`config.mk`:
```
export PLATFORM = sky130hd
export DESIGN_NAME = priority_job_queue
export DESIGN_NICKNAME = d
export VERILOG_FILES = /design/src/sv/pjq_pkg.sv /design/src/sv/priority_job_queue.sv /design/src/sv/pjq_mem.sv /design/src/sv/pjq_seq.sv /design/src/sv/pjq_obuf.sv
export SDC_FILE = /design/constraint.sdc
export NUM_CORES = 1
export LEC_CHECK = 0
export BUFFER_PORTS_ARGS = -buffer_cell sky130_fd_sc_hd__buf_2
export CORE_ASPECT_RATIO = 0.6
export CORE_MARGIN = 2
export CORE_UTILIZATION = 45
export DETAILED_ROUTE_END_ITERATION = 16
export GPL_TIMING_DRIVEN = 0
export HOLD_SLACK_MARGIN = 0.02
export PLACE_DENSITY_LB_ADDON = 0.3
export SYNTH_ARGS = -nofsm -noshare
export SYNTH_HDL_FRONTEND = slang
export SYNTH_SLANG_ARGS = --single-unit
```
`constraint.sdc`:
```
create_clock -name i_clk -period 6.6 [get_ports i_clk]
set_input_delay 1.32 -clock i_clk [delete_from_list [all_inputs] [get_ports i_clk]]
set_output_delay 1.32 -clock i_clk [all_outputs]
set_load 0.05 [all_outputs]
```
`src/sv/pjq_pkg.sv`:
```
`timescale 1ns / 1ps
// Package for the priority job queue: word types, entry layout and codes.
// Used by pjq_mem, pjq_seq, pjq_obuf and priority_job_queue.
package pjq_pkg;

    localparam int PJQ_DEPTH = 8;

    typedef enum logic {
        FN_INSERT = 1'b0,
        FN_REMOVE = 1'b1
    } t_func;

    typedef enum logic [1:0] {
        ST_DONE      = 2'd0,
        ST_OVERFLOW  = 2'd1,
        ST_UNDERFLOW = 2'd2
    } t_status;

    typedef struct packed {
        t_func       func;
        logic [15:0] job_id;
        logic [7:0]  priority_req;
        logic [15:0] burst_time;
    } t_in_word;

    typedef struct packed {
        t_status     status;
        logic [15:0] out_job_id;
        logic [7:0]  out_priority;
        logic [15:0] out_burst_time;
    } t_out_word;

    // One stored job, 40 bits.
    typedef struct packed {
        logic [15:0] job_id;
        logic [7:0]  prio;
        logic [15:0] burst;
    } t_entry;

endpackage

```
`src/sv/priority_job_queue.sv`:
```
`timescale 1ns / 1ps
// Bounded priority queue of up to DEPTH jobs, held in a one-read, one-write job
// store. An insert writes the job at the end of the store. A remove of the best
// of the held jobs scans the store one entry per cycle, then moves the jobs
// behind it one place forward; the single read port of the store sets the length
// of a remove. A new word is taken once the previous result has left the
// sequencer; the output register can still be holding it for the consumer.
// Ties on priority go to the latest-inserted job.
// Depends on pjq_pkg, pjq_mem, pjq_seq and pjq_obuf.
module priority_job_queue
    import pjq_pkg::*;
#(
    parameter int DEPTH = PJQ_DEPTH,
    localparam int AW = (DEPTH > 1) ? $clog2(DEPTH) : 1,
    localparam int CW = $clog2(DEPTH + 1)
) (
    input  logic      i_clk,
    input  logic      i_rst_n,
    input  logic      i_in_valid,
    output logic      o_in_ready,
    input  t_in_word  i_in_data,
    output logic      o_out_valid,
    input  logic      i_out_ready,
    output t_out_word o_out_data
);

    logic          w_res_valid;
    logic          w_res_ready;
    t_out_word     w_res_data;
    logic          w_wr_en;
    logic [AW-1:0] w_wr_addr;
    t_entry        w_wr_data;
    logic [AW-1:0] w_rd_addr;
    t_entry        w_rd_data;
    logic [CW-1:0] w_count;

    pjq_mem #(.DEPTH(DEPTH)) u_mem (
        .i_clk     (i_clk),
        .i_wr_en   (w_wr_en),
        .i_wr_addr (w_wr_addr),
        .i_wr_data (w_wr_data),
        .i_rd_addr (w_rd_addr),
        .o_rd_data (w_rd_data)
    );

    pjq_seq #(.DEPTH(DEPTH)) u_seq (
        .i_clk         (i_clk),
        .i_rst_n       (i_rst_n),
        .i_in_valid    (i_in_valid),
        .o_in_ready    (o_in_ready),
        .i_in_data     (i_in_data),
        .o_res_valid   (w_res_valid),
        .i_res_ready   (w_res_ready),
        .o_res_data    (w_res_data),
        .o_mem_wr_en   (w_wr_en),
        .o_mem_wr_addr (w_wr_addr),
        .o_mem_wr_data (w_wr_data),
        .o_mem_rd_addr (w_rd_addr),
        .i_mem_rd_data (w_rd_data),
        .o_count       (w_count)
    );

    pjq_obuf u_obuf (
        .i_clk   (i_clk),
        .i_rst_n (i_rst_n),
        .i_valid (w_res_valid),
        .o_ready (w_res_ready),
        .i_data  (w_res_data),
        .o_valid (o_out_valid),
        .i_ready (i_out_ready),
        .o_data  (o_out_data)
    );

    a_count_bound: assert property (@(posedge i_clk) disable iff (!i_rst_n)
        w_count <= CW'(DEPTH))
        else $error("job count above depth");

    a_one_at_a_time: assert property (@(posedge i_clk) disable iff (!i_rst_n)
        (i_in_valid && o_in_ready) |=> !o_in_ready)
        else $error("second word taken while one is in work");

    a_count_moves_by_one: assert property (@(posedge i_clk) disable iff (!i_rst_n)
        (w_count != $past(w_count)) |->
            (w_count == $past(w_count) + CW'(1) || w_count == $past(w_count) - CW'(1)))
        else $error("job count jumped");

    a_failed_zero: assert property (@(posedge i_clk) disable iff (!i_rst_n)
        (w_res_valid && w_res_data.status != ST_DONE) |->
            (w_res_data.out_job_id == '0 && w_res_data.out_priority == '0
             && w_res_data.out_burst_time == '0))
        else $error("failed operation carries job data");

endmodule

```
`src/sv/pjq_mem.sv`:
```
`timescale 1ns / 1ps
// Job store: one write port, one read port, read data registered.
// Depends on pjq_pkg for the entry layout.
module pjq_mem
    import pjq_pkg::*;
#(
    parameter int DEPTH = PJQ_DEPTH,
    localparam int AW = (DEPTH > 1) ? $clog2(DEPTH) : 1
) (
    input  logic          i_clk,
    input  logic          i_wr_en,
    input  logic [AW-1:0] i_wr_addr,
    input  t_entry        i_wr_data,
    input  logic [AW-1:0] i_rd_addr,
    output t_entry        o_rd_data
);

    t_entry r_mem [DEPTH];
    t_entry r_rd_data;

    always_ff @(posedge i_clk) begin
        if (i_wr_en) begin
            r_mem[i_wr_addr] <= i_wr_data;
        end
        r_rd_data <= r_mem[i_rd_addr];
    end

    assign o_rd_data = r_rd_data;

endmodule

```
`src/sv/pjq_seq.sv`:
```
`timescale 1ns / 1ps
// Sequencer: appends on insert, scans for the best entry and compacts on remove.
// Depends on pjq_pkg; drives the ports of pjq_mem.
module pjq_seq
    import pjq_pkg::*;
#(
    parameter int DEPTH = PJQ_DEPTH,
    localparam int AW = (DEPTH > 1) ? $clog2(DEPTH) : 1,
    localparam int CW = $clog2(DEPTH + 1)
) (
    input  logic          i_clk,
    input  logic          i_rst_n,
    input  logic          i_in_valid,
    output logic          o_in_ready,
    input  t_in_word      i_in_data,
    output logic          o_res_valid,
    input  logic          i_res_ready,
    output t_out_word     o_res_data,
    output logic          o_mem_wr_en,
    output logic [AW-1:0] o_mem_wr_addr,
    output t_entry        o_mem_wr_data,
    output logic [AW-1:0] o_mem_rd_addr,
    input  t_entry        i_mem_rd_data,
    output logic [CW-1:0] o_count
);

    typedef enum logic [1:0] {
        S_IDLE,
        S_SCAN,
        S_SHIFT
    } t_state;

    t_state        r_state, n_state;
    logic [CW-1:0] r_count, n_count;
    logic          r_res_valid, n_res_valid;
    t_out_word     r_res, n_res;
    logic [AW-1:0] r_ridx, n_ridx;
    logic [AW-1:0] r_best, n_best;
    t_entry        r_best_entry, n_best_entry;
    logic [CW-1:0] r_src, n_src;
    logic [AW-1:0] r_dst, n_dst;
    logic          r_pend, n_pend;

    logic          take_new;
    logic          issue;
    logic [AW-1:0] best_idx;
    t_entry        in_entry;

    assign in_entry.job_id = i_in_data.job_id;
    assign in_entry.prio   = i_in_data.priority_req;
    assign in_entry.burst  = i_in_data.burst_time;

    assign o_in_ready = (r_state == S_IDLE) && !r_res_valid;

    always_comb begin
        n_state      = r_state;
        n_count      = r_count;
        n_res_valid  = r_res_valid;
        n_res        = r_res;
        n_ridx       = r_ridx;
        n_best       = r_best;
        n_best_entry = r_best_entry;
        n_src        = r_src;
        n_dst        = r_dst;
        n_pend       = r_pend;
        o_mem_wr_en   = 1'b0;
        o_mem_wr_addr = r_count[AW-1:0];
        o_mem_wr_data = in_entry;
        o_mem_rd_addr = '0;
        // the first entry read always becomes the candidate; later ones win ties
        take_new = (r_ridx == '0) || (i_mem_rd_data.prio >= r_best_entry.prio);
        best_idx = take_new ? r_ridx : r_best;
        issue    = (r_src < r_count);

        if (r_res_valid && i_res_ready) begin
            n_res_valid = 1'b0;
        end

        case (r_state)
            S_IDLE: begin
                if (i_in_valid && o_in_ready) begin
                    if (i_in_data.func == FN_INSERT) begin
                        n_res       = '0;
                        n_res_valid = 1'b1;
                        if (r_count == CW'(DEPTH)) begin
                            n_res.status = ST_OVERFLOW;
                        end else begin
                            o_mem_wr_en  = 1'b1;
                            n_count      = r_count + CW'(1);
                            n_res.status = ST_DONE;
                        end
                    end else if (r_count == '0) begin
                        n_res        = '0;
                        n_res.status = ST_UNDERFLOW;
                        n_res_valid  = 1'b1;
                    end else begin
                        o_mem_rd_addr = '0;
                        n_ridx        = '0;
                        n_state       = S_SCAN;
                    end
                end
            end
            S_SCAN: begin
                if (take_new) begin
                    n_best       = r_ridx;
                    n_best_entry = i_mem_rd_data;
                end
                if (CW'(r_ridx) + CW'(1) == r_count) begin
                    n_src   = CW'(best_idx) + CW'(1);
                    n_dst   = best_idx;
                    n_pend  = 1'b0;
                    n_state = S_SHIFT;
                end else begin
                    o_mem_rd_addr = r_ridx + AW'(1);
                    n_ridx        = r_ridx + AW'(1);
                end
            end
            S_SHIFT: begin
                // read the next entry behind the gap while writing the last one forward
                if (issue) begin
                    o_mem_rd_addr = r_src[AW-1:0];
                    n_src         = r_src + CW'(1);
                end
                n_pend = issue;
                if (r_pend) begin
                    o_mem_wr_en   = 1'b1;
                    o_mem_wr_addr = r_dst;
                    o_mem_wr_data = i_mem_rd_data;
                    n_dst         = r_dst + AW'(1);
                end
                if (!issue && !r_pend) begin
                    n_count              = r_count - CW'(1);
                    n_res.status         = ST_DONE;
                    n_res.out_job_id     = r_best_entry.job_id;
                    n_res.out_priority   = r_best_entry.prio;
                    n_res.out_burst_time = r_best_entry.burst;
                    n_res_valid          = 1'b1;
                    n_state              = S_IDLE;
                end
            end
            default: begin
                n_state = S_IDLE;
            end
        endcase
    end

    always_ff @(posedge i_clk) begin
        if (!i_rst_n) begin
            r_state     <= S_IDLE;
            r_count     <= '0;
            r_res_valid <= 1'b0;
            r_pend      <= 1'b0;
        end else begin
            r_state     <= n_state;
            r_count     <= n_count;
            r_res_valid <= n_res_valid;
            r_pend      <= n_pend;
        end
    end

    always_ff @(posedge i_clk) begin
        r_res        <= n_res;
        r_ridx       <= n_ridx;
        r_best       <= n_best;
        r_best_entry <= n_best_entry;
        r_src        <= n_src;
        r_dst        <= n_dst;
    end

    assign o_res_valid = r_res_valid;
    assign o_res_data  = r_res;
    assign o_count     = r_count;

endmodule

```
`src/sv/pjq_obuf.sv`:
```
`timescale 1ns / 1ps
// Output register: holds one result word until the consumer takes it.
// Depends on pjq_pkg for the result word type.
module pjq_obuf
    import pjq_pkg::*;
(
    input  logic      i_clk,
    input  logic      i_rst_n,
    input  logic      i_valid,
    output logic      o_ready,
    input  t_out_word i_data,
    output logic      o_valid,
    input  logic      i_ready,
    output t_out_word o_data
);

    logic      r_valid;
    t_out_word r_data;

    assign o_ready = !r_valid || i_ready;

    always_ff @(posedge i_clk) begin
        if (!i_rst_n) begin
            r_valid <= 1'b0;
        end else if (o_ready) begin
            r_valid <= i_valid;
        end
    end

    always_ff @(posedge i_clk) begin
        if (o_ready && i_valid) begin
            r_data <= i_data;
        end
    end

    assign o_valid = r_valid;
    assign o_data  = r_data;

endmodule
```
## Word-level counts from Yosys, hierarchy flattened

Memory sizes are Yosys's and may differ from the RTL's. A register that Yosys moved wholly into a read port is not among the register bits.
Index checks and enable logic that the tools add are counted.

| operators by class | value |
|---|---|
| bitwise gates (word level) | 0 |
| multipliers | 0 |
| magnitude comparators | 2 |
| div/mod/pow operators | 0 |
| shift-type cells | 0 |
| reductions and logical operators | 24 |
| multiplexer cells | 51 |
| $add $sub $neg | 7 |
| equality and inequality tests | 15 |

Operators by type and width:

| kind | number |
|---|---|
| 42-bit 2-to-1 mux | 4 |
| 42-bit case mux with 2 select lines | 1 |
| 40-bit 2-to-1 mux | 2 |
| 3-bit 2-to-1 mux | 11 |
| 4-bit 2-to-1 mux | 6 |
| 3-bit case mux with 2 select lines | 3 |
| 4-bit case mux with 2 select lines | 2 |
| 5-bit AND reduction | 3 |
| 1-bit 2-to-1 mux | 13 |
| 2-bit != test (second input constant) | 6 |
| 2-bit 2-to-1 mux | 5 |
| 3-bit by 1-bit adder with 4-bit output (second input constant) | 2 |
| 4-bit by 1-bit adder with 4-bit output (second input constant) | 2 |
| 8-bit greater-or-equal comparator | 1 |
| 2-bit by 1-bit != test with 1-bit output (second input constant) | 4 |
| 3-bit by 1-bit adder with 3-bit output (second input constant) | 2 |
| 1-bit case mux with 2 select lines | 3 |
| 2-bit case mux with 3 select lines | 1 |
| 3-bit AND reduction | 2 |
| 2-bit nonzero test | 3 |
| 4-bit == test | 1 |
| 4-bit == test (second input constant) | 1 |
| 1-bit logical AND | 4 |
| 1-bit zero test | 4 |
| other kinds (11) | 13 |

| storage, ports and cells | value |
|---|---|
| RAM bits | 320 |
| register bits | 146 |
| logic and storage cells | 120 |
| output and inout bits | 44 |
| latch bits | 0 |
| memories kept | 1 |
| memory bits (read-only) | 0 |
| input bits | 45 |

Memory list:

| name | words | bits a word | rd ports | clocked after Yosys merged registers in | wr ports | line | text |
|---|---|---|---|---|---|---|---|
| u_mem.r_mem | 8 | 40 | 1 | 1 | 1 | pjq_mem.sv:18 | `t_entry r_mem [DEPTH];` |

## Depth between registers and ports, before layout

| depth | value |
|---|---|
| word-level depth | 8 |
| gate-level depth with buffers | 12 |
| mapped depth without buffers | 11 |

## Hierarchy

From an unflattened synthesis, not the netlist that was laid out.

| unflattened totals | value |
|---|---|
| cells, all modules | 914 |
| area, all modules | 19404.9 µm² |

Modules (own cells, without submodules):

| module | area an instance (µm²) | seq. area each (µm²) | instances | cells an instance |
|---|---|---|---|---|
| pjq_mem | 13171.4 | 10410.0 | 1 | 515 |
| pjq_seq | 4914.7 | 3012.9 | 1 | 352 |
| pjq_obuf | 1318.8 | 1281.2 | 1 | 47 |

## Least setup slack after synthesis

Ideal clock, no wire load.

| timing path | value |
|---|---|
| kind | reg-to-reg |
| from | register u_seq.r_state[0] |
| to | register u_seq.r_res (netlist bit u_seq.o_res_data[0]) (enable) |
| required time | 6145 ps |
| slack | 2406 ps |
| clock period less this slack | 4194 ps |
| library setup time | 455 ps |
| cell stages (with the launch flop) | 6 |
| data arrival time | 3738 ps |
| path buffers | 0 |
| path through | dfxtp_1 -> inv_1 -> ha_1 -> nor2b_1 -> nand3_1 -> a21oi_1 |

| between the ends | value |
|---|---|
| longest elaborated chain between the ends | 5 |
| elaborated cells between the ends (all ways) | 9 |
| those cells by class | eq/ne: 4; reduce/logical: 5 |

Ends and longest elaborated chain:

| item | line | text |
|---|---|---|
| start: declaration | pjq_seq.sv:33 | `t_state r_state, n_state;` |
| start signal: assignment | pjq_seq.sv:154 | `r_state <= n_state;` |
| 2-bit zero test | pjq_seq.sv:53 | `assign o_in_ready = (r_state == S_IDLE) && !r_res_valid;` |
| 1-bit logical AND | pjq_seq.sv:53 |  |
| net o_in_ready | priority_job_queue.sv:20 | `output logic o_in_ready,` |
| 1-bit logical AND | pjq_seq.sv:81 | `if (i_in_valid && o_in_ready) begin` |
| 2-bit != test (no line) | - |  |
| 4-bit AND reduction (no line) | - |  |
| end signal: assignment | pjq_seq.sv:162 | `r_res <= n_res;` |
| end: declaration | pjq_seq.sv:36 | `t_out_word r_res, n_res;` |

The timed path passes the listed nets, and every way through them passes these cells.
A chain may end at the register's enable or synchronous reset.

## Final worst setup path

| timing path | value |
|---|---|
| from | register u_seq.r_state[0] |
| to | memory u_mem.r_mem[4][10] (netlist name) (enable) |

| between the ends | value |
|---|---|
| longest elaborated chain between the ends | 7 |
| elaborated cells between the ends (all ways) | 9 |
| those cells by class | eq/ne: 1; mux: 5; reduce/logical: 3 |

Ends and longest elaborated chain:

| item | line | text |
|---|---|---|
| 2-bit zero test | pjq_seq.sv:53, pjq_seq.sv:79 |  |
| 1-bit logical AND | pjq_seq.sv:53 |  |
| 1-bit logical AND | pjq_seq.sv:81 |  |
| 1-bit 2-to-1 mux | pjq_seq.sv:81 |  |
| 1-bit case mux with 2 select lines | pjq_seq.sv:79 | `case (r_state)` |
| 1-bit 2-to-1 mux | pjq_mem.sv:22 | `if (i_wr_en) begin` |
| 1-bit 2-to-1 mux (not written as such) | pjq_mem.sv:23 | `r_mem[i_wr_addr] <= i_wr_data;` |
| end: declaration | pjq_mem.sv:18 |  |

Parallel ways exist; a longest one is shown, timed or not.

==> out/qor.txt <==
Final Hold Fails: 0
Crit Path Category: reg2reg
worst setup path end: u_mem.r_mem[4][10]
largest net degree at the start of global routing: 28
P&R area growth vs syn: 14.3%
status: finished clean
row count: 59
Syn Nets: 1365
wire length of the first global-routing pass: 73000 µm
Mean Syn Cell Area: 15.5 µm²
Pwr Total: 8.38 mW
launch point of the worst path: u_seq.r_state[0]
met3 wire len: 3990 µm
worst vdd ir: 0.191 mV
Reg2Reg Depth: 8
Setup TNS: 0 ns
Reg2Reg Capture Point: u_mem.r_mem[4][10]
Ys Warns: 0
Yosys reg bits: 506
Port Buffers: 88
sequence of cells on the critical path: inv_1, ha_1, clkbuf_1, nand2_1, buf_1, a31oi_1, nor2_4, buf_12
maximum capacitance violations: 0
Final Net Count: 1512
Iter 0 DRT Violations: 1197
Area contributors post-synth: edfxtp_1 (68%), dfxtp_1 (4.9%), nand3b_1 (3.1%), nand2_1 (2.5%), a211oi_2 (2.4%)
Worst slew margin: 0.289
Post-CTS Setup Inserts: 0
Worst Path Max Fanout: 21
Lkg Pwr: 7.75 nW
fillers: 3578
DRT Wirelength: 48500 µm
Tcrit/Tclk final: 0.605
CP endpoint kind: flip-flop
Setup WS pre-CTS: 2.62 ns
Sink Count: 506
Total GRT Usage: 0.211
Met2 Wirelength: 20900 µm
Final Max Tran Viols: 0
Top delay family on crit path: buffers and inverters
Post-DP HPWL: 31200 µm
Antenna Nets Post-Route: 0
area occupied by multi-input gates: 0.00496 mm²
pwr/cell area: 364 mW/mm²
minimum clock period: 3.99 ns
cell area after synthesis: 0.0201 mm²
final setup vio count: 0
Post-synth EDFFs: 457
met1 WL: 22700 µm
highest routed layer: met4
top cell type's share of synthesized area: 0.683
FMAX: 250 MHz
total congestion overflow: 0
Primary FF master, synth: edfxtp_1
FFs w/ async S/R, synth: 0
Diodes inserted: 0
Ports: 89
post-DR wirelength/cell: 23.6 µm
Required @ worst endpoint: 6.87 ns
post-synthesis sequential area ratio: 0.731
Mapped Cells: 1299
Pre-antenna DRT Iters: 5
CP max-delay cell: nor2_4
htree depth: 2
Register Area: 0.0147 mm²
Gates resized, CTS repair: 0
CTS Root Cell: clkbuf_16
die height: 168 µm
Crit. path cell count: 8
post-route setup slack: 2.61 ns
Placed Instances: 1977
Die Wd: 277 µm
die area: 0.0464 mm²
Worst Path Buf+Inv: 4
initial antenna violation count: 0
critical path launch point type: flip-flop
total core area: 0.0437 mm²
RSZ-0062 raised after global routing: no
skew final: 0.0177 ns
vias in the first global route: 11652
Cell Count, Final, Fillers Out: 2059
CTS clk-pin slew, worst paths: 0.07 ns
gpl congestion: 0.857
cts bufs inserted: 46
dominant cell type by area after synthesis: edfxtp_1
largest stage delay on the critical path: 0.83 ns
vias per cell: 5.65
total number of vias: 11627
proportion of layout cells with a drive suffix above 1: 0.251
worst hold path type: reg2reg
clk_lat worst skew: 0.58 ns
Hold-fix buffers, CTS: 0
R2R Setup Slk: 2.61 ns
Starting Density: 0.460
arrival time worst endpoint: 4.26 ns
Residual DRC: 0
CTS max path bufs: 3
CTS tree: built
Reg2Reg Launch Point: u_seq.r_state[0]
count of cell types in the netlist: 59
worst-margin pin slew: 1.06 ns
[state kept, by name (all words and copies together), names as in the netlist, 2 cells and up]
register / flops
u_seq.r_src: 4
u_mem.r_mem: 320
u_seq.r_dst: 3
u_obuf.o_data: 42
u_seq.o_count: 4
u_seq.r_best: 3
u_seq.o_res_data: 42
u_seq.r_state: 2
u_seq.r_ridx: 3
u_mem.o_rd_data: 40
u_seq.r_best_entry: 40
[per-stage QoR]
step | util | instance area [µm²] | hold WS (ns)
after floorplan | - | 20100 | 0.400
after global placement | 0.487 | 21300 | 0.401
after detailed placement | 0.494 | 21600 | 0.405
after CTS | 0.526 | 23000 | 0.420
after global routing | 0.526 | 23000 | 0.424
final | 0.526 | 23000 | 0.417
[layout by cell type (no fill, tap or decap), types with 12 or more instances in the layout]
cell,instances
edfxtp_1,457
nand2_1,134
buf_2,103
nand3b_1,82
o21ai_0,53
a21oi_1,52
dfxtp_1,49
clkbuf_16,47
clkbuf_1,41
or2_2,41
mux2_2,40
and2_1,40
a32o_1,40
a211oi_2,39
a21oi_2,38
inv_1,25
nor2_1,22
ha_1,20
clkinv_2,12
[routing by layer]
metal	GRT usage	vias up
met1	0.321	5874
met2	0.312	478
li1	-	5209
met5	0	-
met4	0.0484	0
met3	0.0430	66
[area by class of cell]
type	count	share of cell area
Sequential cell	506	0.640
Clock buffer	57	0.0532
Buffer	74	0.0186
Multi-Input combinational cell	694	0.216
Clock inverter	25	0.00795
Timing Repair Buffer	99	0.0291
Tap cell	579	0.0315
Inverter	25	0.00408
[cell families (layout without fill, tap and decap cells)]
family / after synthesis / in the layout / share of synthesized area
AND/OR/NAND/NOR: 357 / 357 / 0.0963
buffers and inverters: 99 / 280 / 0.0259
AO/OA/AOI/OAI: 264 / 264 / 0.105
flip-flops: 506 / 506 / 0.731
adder cells (fa/ha/maj): 21 / 21 / 0.0134
multiplexers: 42 / 42 / 0.0234
XOR/XNOR: 10 / 10 / 0.00504
[worst register-to-register path, delay by kind of cell (launching register included)]
family / cells / cell delay [ns]
AO/OA/AOI/OAI: 1 / 0.52
flip-flops: 1 / 0.37
adder cells (fa/ha/maj): 1 / 0.31
AND/OR/NAND/NOR: 2 / 1.15
buffers and inverters: 4 / 1.32
[worst min-delay path by stage]
| stage | startpoint | end | cells past startpoint |
|---|---|---|---|
| final | u_seq.o_res_data[18] | u_obuf.o_data[18] | 0 |
| after global routing | u_seq.o_res_data[18] | u_obuf.o_data[18] | 0 |
| after CTS | u_seq.o_res_data[29] | u_obuf.o_data[29] | 0 |
| after detailed placement | u_seq.o_res_data[29] | u_obuf.o_data[29] | 0 |
| after global placement | u_seq.o_res_data[33] | u_obuf.o_data[33] | 0 |
| after floorplan | u_seq.o_res_data[0] | u_obuf.o_data[0] | 0 |
[power breakdown]
| group | internal [mW] | total (mW) | switching, mW |
|---|---|---|---|
| combinational | 0.460 | 1.63 | 1.17 |
| sequential | 4.03 | 4.18 | 0.147 |
| clock | 1.40 | 2.56 | 1.16 |
| total | 5.89 | 8.38 | 2.49 |
[synthesized netlist by cell type, drive strengths merged (4+ instances only)]
cell	instances
a32o	40
a21boi	4
mux2	40
nand3	6
nor2b	7
edfxtp	457
dfxtp	49
a31oi	7
nand3b	82
nor2	31
nand2	134
xnor2	6
buf	42
ha	20
inv	25
or2	42
and2	41
o21ai	55
a211oi	43
a21oi	91
clkbuf	32
No activity file was read; power rests on OpenSTA's default activity.
